[config.mk]
export PLATFORM = sky130hd
export DESIGN_NAME = weighted_target_select
export DESIGN_NICKNAME = d
export VERILOG_FILES = /design/src/rtl/wts_pkg.sv /design/src/rtl/wts_weight_unit.sv /design/src/rtl/weighted_target_select.sv
export SDC_FILE = /design/constraint.sdc
export NUM_CORES = 2
export LEC_CHECK = 0
export BUFFER_PORTS_ARGS = -buffer_cell sky130_fd_sc_hd__buf_2
export CORE_ASPECT_RATIO = 1.5
export CORE_MARGIN = 3
export CORE_UTILIZATION = 25
export CTS_CLUSTER_DIAMETER = 80
export DETAILED_ROUTE_END_ITERATION = 16
export SYNTH_ARGS = -nofsm -noshare
export SYNTH_HDL_FRONTEND = slang
export SYNTH_SLANG_ARGS = --single-unit
[constraint.sdc]
create_clock -name clk -period 10.84 [get_ports clk]
set_clock_uncertainty 0.2 [all_clocks]
set_input_delay 2.168 -clock clk [delete_from_list [all_inputs] [get_ports clk]]
set_output_delay 2.168 -clock clk [all_outputs]
set_load 0.05 [all_outputs]
[src/rtl/wts_pkg.sv]
// Package for the weighted target selector: field widths, register indexes,
// register reset values and the structs passed between the modules.
// No dependencies.
`timescale 1ns / 1ps

package wts_pkg;

  localparam int COORD_FRAC_BITS_DEF = 4;
  localparam int WEIGHT_WIDTH_DEF    = 40;

  localparam int COORD_W  = 16;
  localparam int DGAIN_W  = 20;
  localparam int SGAIN_W  = 12;
  localparam int CENTER_W = 12;
  localparam int OFFSET_W = 13;
  localparam int CFG_IDX_W = 2;

  localparam logic [DGAIN_W-1:0]  DGAIN_RST    = DGAIN_W'(80000);
  localparam logic [SGAIN_W-1:0]  SGAIN_RST    = SGAIN_W'(192);
  localparam logic [CENTER_W-1:0] CENTER_X_RST = CENTER_W'(320);
  localparam logic [CENTER_W-1:0] CENTER_Y_RST = CENTER_W'(240);

  typedef enum logic [CFG_IDX_W-1:0] {
    REG_DISTANCE_GAIN = 2'd0,
    REG_SIZE_GAIN     = 2'd1,
    REG_CENTER_X      = 2'd2,
    REG_CENTER_Y      = 2'd3
  } cfg_reg_t;

  typedef struct packed {
    logic [DGAIN_W-1:0] distance_gain;
    logic [SGAIN_W-1:0] size_gain;
  } gain_cfg_t;

  // One weight calculation: distances to the reference and the blob size.
  typedef struct packed {
    logic               start;
    logic [COORD_W-1:0] dx;
    logic [COORD_W-1:0] dy;
    logic [COORD_W-1:0] blob_size;
  } weight_job_t;

endpackage

[src/rtl/wts_weight_unit.sv]
// Iterative weight calculator: one shared 16x16 multiplier, a bit-serial
// square root and a restoring divider under a small sequencer.
// Depends on wts_pkg.
`timescale 1ns / 1ps

module wts_weight_unit import wts_pkg::*; #(
  parameter int COORD_FRAC_BITS = COORD_FRAC_BITS_DEF,
  parameter int WEIGHT_WIDTH    = WEIGHT_WIDTH_DEF
) (
  input  logic                    clk,
  input  logic                    rst,
  input  gain_cfg_t               gains,
  input  weight_job_t             job,
  output logic                    done,
  output logic [WEIGHT_WIDTH-1:0] weight
);

  localparam int SQ_W    = 2 * COORD_W + 1;
  localparam int SH_W    = SQ_W + 1;
  localparam int ROOT_W  = SH_W / 2;
  localparam int REM_W   = ROOT_W + 2;
  localparam int T_W     = REM_W + 2;
  localparam int SHIFT   = 2 * COORD_FRAC_BITS + 8;
  localparam int NUM_W   = DGAIN_W + SHIFT;
  localparam int PROD_W  = 2 * COORD_W;
  localparam int SZT_W   = SGAIN_W + COORD_W;
  localparam int SUM_W   = NUM_W + 1;
  localparam int CMP_W   = (SUM_W > WEIGHT_WIDTH) ? SUM_W : WEIGHT_WIDTH;
  localparam int CNT_W   = $clog2(NUM_W);

  typedef enum logic [2:0] {
    ST_IDLE, ST_MUL_X, ST_MUL_Y, ST_MUL_S, ST_SQRT, ST_DIV, ST_SUM
  } wstate_t;

  wstate_t            state;
  logic [COORD_W-1:0] dx, dy, blob_size;
  logic [SQ_W-1:0]    sq;
  logic [SZT_W-1:0]   size_term;
  logic               zero_dist;
  logic [SH_W-1:0]    sh;
  logic [REM_W-1:0]   rem;
  logic [ROOT_W-1:0]  root;
  logic [NUM_W-1:0]   num;
  logic [ROOT_W-1:0]  drem;
  logic [CNT_W-1:0]   cnt;

  logic [COORD_W-1:0] mul_a, mul_b;
  logic [PROD_W-1:0]  prod;
  logic [T_W-1:0]     sq_t, sq_trial;
  logic               sq_ge;
  logic [ROOT_W:0]    dv_t;
  logic               dv_ge;
  logic [CMP_W-1:0]   sum_ext;
  logic [CMP_W-1:0]   wmax_ext;

  always_comb begin
    case (state)
      ST_MUL_X: begin mul_a = dx; mul_b = dx; end
      ST_MUL_Y: begin mul_a = dy; mul_b = dy; end
      ST_MUL_S: begin mul_a = COORD_W'(gains.size_gain); mul_b = blob_size; end
      default:  begin mul_a = dx; mul_b = dy; end
    endcase
  end

  assign prod = mul_a * mul_b;

  // Square root digit step: bring down two bits, try (root << 2) | 1.
  assign sq_t     = {rem, sh[SH_W-1 -: 2]};
  assign sq_trial = T_W'({root, 2'b01});
  assign sq_ge    = sq_t >= sq_trial;

  // Division step: bring down one numerator bit, compare with the root.
  assign dv_t  = {drem, num[NUM_W-1]};
  assign dv_ge = dv_t >= {1'b0, root};

  assign sum_ext  = CMP_W'(num) + CMP_W'(size_term);
  assign wmax_ext = CMP_W'({WEIGHT_WIDTH{1'b1}});

  always_ff @(posedge clk) begin
    if (rst) begin
      state <= ST_IDLE;
      done  <= 1'b0;
      cnt   <= '0;
    end else begin
      done <= (state == ST_SUM);
      case (state)
        ST_IDLE: begin
          if (job.start) begin
            dx        <= job.dx;
            dy        <= job.dy;
            blob_size <= job.blob_size;
            state     <= ST_MUL_X;
          end
        end
        ST_MUL_X: begin
          sq    <= SQ_W'(prod);
          state <= ST_MUL_Y;
        end
        ST_MUL_Y: begin
          sq    <= sq + SQ_W'(prod);
          state <= ST_MUL_S;
        end
        ST_MUL_S: begin
          size_term <= SZT_W'(prod);
          zero_dist <= (sq == '0);
          sh        <= SH_W'(sq);
          rem       <= '0;
          root      <= '0;
          cnt       <= '0;
          state     <= (sq == '0) ? ST_SUM : ST_SQRT;
        end
        ST_SQRT: begin
          sh   <= sh << 2;
          rem  <= sq_ge ? REM_W'(sq_t - sq_trial) : REM_W'(sq_t);
          root <= {root[ROOT_W-2:0], sq_ge};
          if (cnt == CNT_W'(ROOT_W - 1)) begin
            num   <= NUM_W'(gains.distance_gain) << SHIFT;
            drem  <= '0;
            cnt   <= '0;
            state <= ST_DIV;
          end else begin
            cnt <= cnt + 1'b1;
          end
        end
        ST_DIV: begin
          drem <= dv_ge ? ROOT_W'(dv_t - {1'b0, root}) : dv_t[ROOT_W-1:0];
          num  <= {num[NUM_W-2:0], dv_ge};
          cnt  <= cnt + 1'b1;
          if (cnt == CNT_W'(NUM_W - 1)) begin
            state <= ST_SUM;
          end
        end
        ST_SUM: begin
          if (zero_dist || (sum_ext > wmax_ext)) begin
            weight <= {WEIGHT_WIDTH{1'b1}};
          end else begin
            weight <= sum_ext[WEIGHT_WIDTH-1:0];
          end
          state <= ST_IDLE;
        end
        default: state <= ST_IDLE;
      endcase
    end
  end

endmodule

[src/rtl/weighted_target_select.sv]
// Weighted target selector. A blob item runs through the weight unit's
// one-bit-a-cycle square root and divider; a blob at the reference skips both.
// An item without a blob is taken in the idle state; a frame end passes through
// an emit state that loads the output register, which decouples the result
// from the next item.
// Synchronous reset restores the register defaults and clears the state machines, reference, best blob and valid.
`timescale 1ns / 1ps

module weighted_target_select import wts_pkg::*; #(
  parameter int COORD_FRAC_BITS = COORD_FRAC_BITS_DEF,
  parameter int WEIGHT_WIDTH    = WEIGHT_WIDTH_DEF
) (
  input  logic                 clk,
  input  logic                 rst,
  input  logic                 s_tvalid,
  output logic                 s_tready,
  input  logic [47:0]          s_tdata,   // pos_x, pos_y, blob_size
  input  logic                 s_tuser,   // has_blob
  input  logic                 s_tlast,   // frame_end
  output logic                 m_tvalid,
  input  logic                 m_tready,
  output logic [63:0]          m_tdata,   // target_x, target_y, offset_x, offset_y, zero fill
  output logic                 m_tuser,   // found
  input  logic                 cfg_we,
  input  logic [CFG_IDX_W-1:0] cfg_index,
  input  logic [DGAIN_W-1:0]   cfg_data
);

  localparam int DIFF_W = (((CENTER_W + COORD_FRAC_BITS) > COORD_W) ?
                           (CENTER_W + COORD_FRAC_BITS) : COORD_W) + 2;

  typedef enum logic [1:0] {ST_IDLE, ST_BUSY, ST_EMIT} state_t;

  state_t                  state;
  gain_cfg_t               gains;
  logic [CENTER_W-1:0]     center_x, center_y;
  logic [COORD_W-1:0]      ref_x, ref_y, best_x, best_y;
  logic [COORD_W-1:0]      cur_x, cur_y;
  logic [WEIGHT_WIDTH-1:0] best_weight;
  logic                    last;
  weight_job_t             job;
  logic                    w_done;
  logic [WEIGHT_WIDTH-1:0] w_value;

  logic [COORD_W-1:0] in_x, in_y, in_size;
  logic               s_fire;
  logic [OFFSET_W-1:0] off_x, off_y;

  function automatic logic [OFFSET_W-1:0] offset_calc(input logic [COORD_W-1:0] t,
                                                      input logic [CENTER_W-1:0] c);
    logic signed [DIFF_W-1:0] diff;
    logic signed [DIFF_W-1:0] adj;
    logic signed [DIFF_W-1:0] q;
    diff = $signed(DIFF_W'(t) - (DIFF_W'(c) << COORD_FRAC_BITS));
    // Arithmetic shift floors; bias negative values so the result truncates.
    adj  = diff + ((diff < 0) ? $signed(DIFF_W'((1 << COORD_FRAC_BITS) - 1))
                              : $signed(DIFF_W'(0)));
    q    = adj >>> COORD_FRAC_BITS;
    if (q < $signed(-DIFF_W'(4096))) begin
      q = -DIFF_W'(4096);
    end else if (q > $signed(DIFF_W'(4095))) begin
      q = DIFF_W'(4095);
    end
    return q[OFFSET_W-1:0];
  endfunction

  assign in_x     = s_tdata[15:0];
  assign in_y     = s_tdata[31:16];
  assign in_size  = s_tdata[47:32];
  assign s_tready = (state == ST_IDLE);
  assign s_fire   = s_tvalid && s_tready;
  assign off_x    = offset_calc(best_x, center_x);
  assign off_y    = offset_calc(best_y, center_y);

  always_comb begin
    job.start     = s_fire && s_tuser;
    job.dx        = (in_x >= ref_x) ? (in_x - ref_x) : (ref_x - in_x);
    job.dy        = (in_y >= ref_y) ? (in_y - ref_y) : (ref_y - in_y);
    job.blob_size = in_size;
  end

  always_ff @(posedge clk) begin
    if (rst) begin
      gains.distance_gain <= DGAIN_RST;
      gains.size_gain     <= SGAIN_RST;
      center_x            <= CENTER_X_RST;
      center_y            <= CENTER_Y_RST;
    end else if (cfg_we) begin
      case (cfg_index)
        REG_DISTANCE_GAIN: gains.distance_gain <= cfg_data;
        REG_SIZE_GAIN:     gains.size_gain     <= cfg_data[SGAIN_W-1:0];
        REG_CENTER_X:      center_x            <= cfg_data[CENTER_W-1:0];
        REG_CENTER_Y:      center_y            <= cfg_data[CENTER_W-1:0];
        default: ;
      endcase
    end
  end

  always_ff @(posedge clk) begin
    if (rst) begin
      state       <= ST_IDLE;
      ref_x       <= '0;
      ref_y       <= '0;
      best_x      <= '0;
      best_y      <= '0;
      best_weight <= '0;
      last        <= 1'b0;
      m_tvalid    <= 1'b0;
    end else begin
      // In the emit state the output register is reloaded below instead.
      if (m_tvalid && m_tready && (state != ST_EMIT)) begin
        m_tvalid <= 1'b0;
      end
      case (state)
        ST_IDLE: begin
          if (s_fire) begin
            cur_x <= in_x;
            cur_y <= in_y;
            last  <= s_tlast;
            if (s_tuser) begin
              state <= ST_BUSY;
            end else if (s_tlast) begin
              state <= ST_EMIT;
            end
          end
        end
        ST_BUSY: begin
          if (w_done) begin
            // Strictly greater only, so the earlier blob keeps a tie.
            if (w_value > best_weight) begin
              best_weight <= w_value;
              best_x      <= cur_x;
              best_y      <= cur_y;
            end
            state <= last ? ST_EMIT : ST_IDLE;
          end
        end
        ST_EMIT: begin
          if (!m_tvalid || m_tready) begin
            m_tvalid    <= 1'b1;
            m_tuser     <= (best_weight != '0);
            m_tdata     <= {6'b0, off_y, off_x, best_y, best_x};
            ref_x       <= best_x;
            ref_y       <= best_y;
            best_x      <= '0;
            best_y      <= '0;
            best_weight <= '0;
            state       <= ST_IDLE;
          end
        end
        default: state <= ST_IDLE;
      endcase
    end
  end

  wts_weight_unit #(
    .COORD_FRAC_BITS (COORD_FRAC_BITS),
    .WEIGHT_WIDTH    (WEIGHT_WIDTH)
  ) u_weight (
    .clk    (clk),
    .rst    (rst),
    .gains  (gains),
    .job    (job),
    .done   (w_done),
    .weight (w_value)
  );

endmodule

==> flow_summary.json <==
{
  "fin_util_pct": 28.56,
  "synthArstFlopShare_pct": 0,
  "ys_seq_area_share_pct": 37.23,
  "grt_usage_pct": 13.43,
  "cpPeakStageDelay_ns": 1.10,
  "fmax_ghz": 0.1003,
  "worstSkewPairLatency_ns": 0.66,
  "synth.avg_cell_area_sq_um": 9.544,
  "root_buffer": "clkbuf_16",
  "die_height_microns": 486.3,
  "ys.flop_type": "edfxtp_1",
  "area_growth_pct": 13.02,
  "hold_buffers": 0,
  "fp.dieW_microns": 326.2,
  "cap_violations": 0,
  "rr_worst_depth": 29,
  "multi_input_area_sq_um": 21860,
  "final_common_cell": "nand2_1",
  "vias": 28880,
  "rows": 175,
  "antenna_found_initial": 15,
  "clk_pin_slew_worst_paths_ns": 0.06,
  "cts_tree": "built",
  "cts_sinks": 534,
  "core_area_sq_um": 152200,
  "syn-instance-count": 4029,
  "crit_path_start": "u_weight.state[0]",
  "yosys_warnings": 0,
  "drc": 0,
  "fill_cells": 15940,
  "path_class": "reg -> reg",
  "status": "completed",
  "synth_edf_count": 362,
  "period_needed_ns": 9.974,
  "nets": 4755,
  "htreeDepth": 2,
  "finalCritPeriodShare_pct": 92.01,
  "viasPerCell": 4.635,
  "min-delay-path-class": "reg -> reg",
  "finalSetupViolCount": 0,
  "highest_layer": "met5",
  "port_buffers": 137,
  "endpoint_kind": "flop",
  "worstMarginPinSlew_ns": 1.414,
  "m1WireLength_mm": 43.05,
  "finalHoldViolations": 0,
  "synth.top_cell.area_share_pct": 28.27,
  "crit_top_cell": "fa_1",
  "required_ns": 11.02,
  "synth_cell_types": 100,
  "dr_wl_met2_mm": 56.80,
  "gp_congestion": 0.9186,
  "routed-wl-met3_mm": 3.870,
  "synth_area_sq_um": 38450,
  "slew_headroom_pct": 4.740,
  "pin_count": 144,
  "final_cell_mix": "nand2_1, inv_1, edfxtp_1, ha_1, nor2_1",
  "drv_slew": 0,
  "yosysTopAreaCell": "edfxtp_1",
  "cp-start-kind": "flop",
  "die_area_sq_um": 158600,
  "cts_max_path_buffers": 3,
  "hold_start": "cur_y[5]",
  "hpwl_mm": 86.03,
  "numCtsBuffers": 59,
  "grt_pass1_vias": 29330,
  "rsz0062_at_grt": "no",
  "r2r_start": "u_weight.state[0]",
  "wl_mm": 109.1,
  "first_pass_iters": 5,
  "ys_seq_elements": 534,
  "tns_ns": 0,
  "ff_latch_area_sq_um": 14320,
  "cts_resized": 0,
  "drt-initial-drc-count": 1753,
  "grt_max_degree": 71,
  "cp.arrival_ns": 10.15,
  "holdPathStages": 1,
  "grt_pass1_wl_mm": 169.0,
  "drive_gt1_share_pct": 9.093,
  "avgRoutedWirePerCell_microns": 17.50,
  "hold_ws_ns": 0.2374,
  "start_util_pct": 25.27,
  "grt_remaining_overflow": 0,
  "postCtsSetupBuffers": 0,
  "worstPathMaxFanout": 16,
  "ant_nets": 0,
  "synth.area.top_cells": "edfxtp_1, ha_1, fa_1",
  "crit_slowest_cell": "o21ai_0"
}
path summary, 6_finish.rpt:
check	slack (ns)	to
max	0.87	u_weight.sq[29]
min	0.24	best_y[5]
max reg2reg	0.87	u_weight.sq[29]
min reg2reg	0.24	best_y[5]
layout make-up:
class	count	share of cell area, %
multi-input combinational	2911	50.30
clock buffer	66	3.622
antenna	6	0.03455
clock inverter	45	0.9098
timing repair buffer	190	2.499
inverter	444	3.835
tap	2035	5.859
sequential	534	32.94
worst max-delay path: cells and delay by family (launching register included):
| kind | cells | cell delay, ns |
|---|---|---|
| buffers and inverters | 3 | 0.15 |
| muxes | 2 | 0.46 |
| and+or+nand+nor | 7 | 1.18 |
| xor gates and xnor gates | 2 | 0.56 |
| adders and majority gates | 8 | 3.90 |
| AOI/OAI and AO/OA | 7 | 2.57 |
| DFF | 1 | 0.65 |
through the flow:
stage / instances / setup slack, ns / instance area (sq um)
floorplan: 4034 / 1.877 / 38470
global placement: 6114 / 1.101 / 41470
detailed placement: 6114 / 0.8934 / 41470
CTS: 6225 / 0.8512 / 43440
global route: 6226 / 0.3610 / 43450
finish: 6231 / 0.8664 / 43460
Yosys cell counts, drive strengths merged, types with 15 or more instances:
library cell,count
nand4,35
nor2,286
a211o,15
nor2b,46
nor4,23
nor3,43
inv,443
nand2b,68
dfxtp,172
mux2i,74
a21oi,244
xor2,72
nand2,643
o21bai,24
fa,203
edfxtp,362
a21o,84
xnor2,88
a211oi,18
ha,335
nand3,41
and3,32
o21a,52
a31oi,32
o21ai,175
nand3b,17
clkbuf,96
a22o,72
buf,49
and2,15
or3,15
state kept, by name (all words and copies together), names as in the netlist, 17 cells and up:
register and flops:
best_weight 38, gains 32, m_tdata 58, u_weight.drem 17, u_weight.num 36, u_weight.rem 19, u_weight.root 17, u_weight.sh 34
u_weight.size_term 28, u_weight.sq 33, u_weight.weight 38
routing by layer:
layer / vias to the layer above / global-route usage, %
met5: - / 0
met3: 223 / 1.835
li1: 14010 / -
met1: 14070 / 14.93
met2: 561 / 25.22
met4: 18 / 6.000
logic make-up (layout without fill, tap and decap cells):
family,Yosys count,after routing,synth area share (%)
other,1,12,0.009752
flip-flops,534,534,37.23
adder cells (fa/ha/maj),538,538,21.47
XOR/XNOR,160,160,3.644
multiplexers,87,87,2.317
AO/OA/AOI/OAI,813,813,13.80
buffers and inverters,589,745,6.173
AND/OR/NAND/NOR,1307,1307,15.36
Power is left out: the tool's default activity adds up to more than one toggle a clock period on the data nets, which glitch-free logic cannot reach.
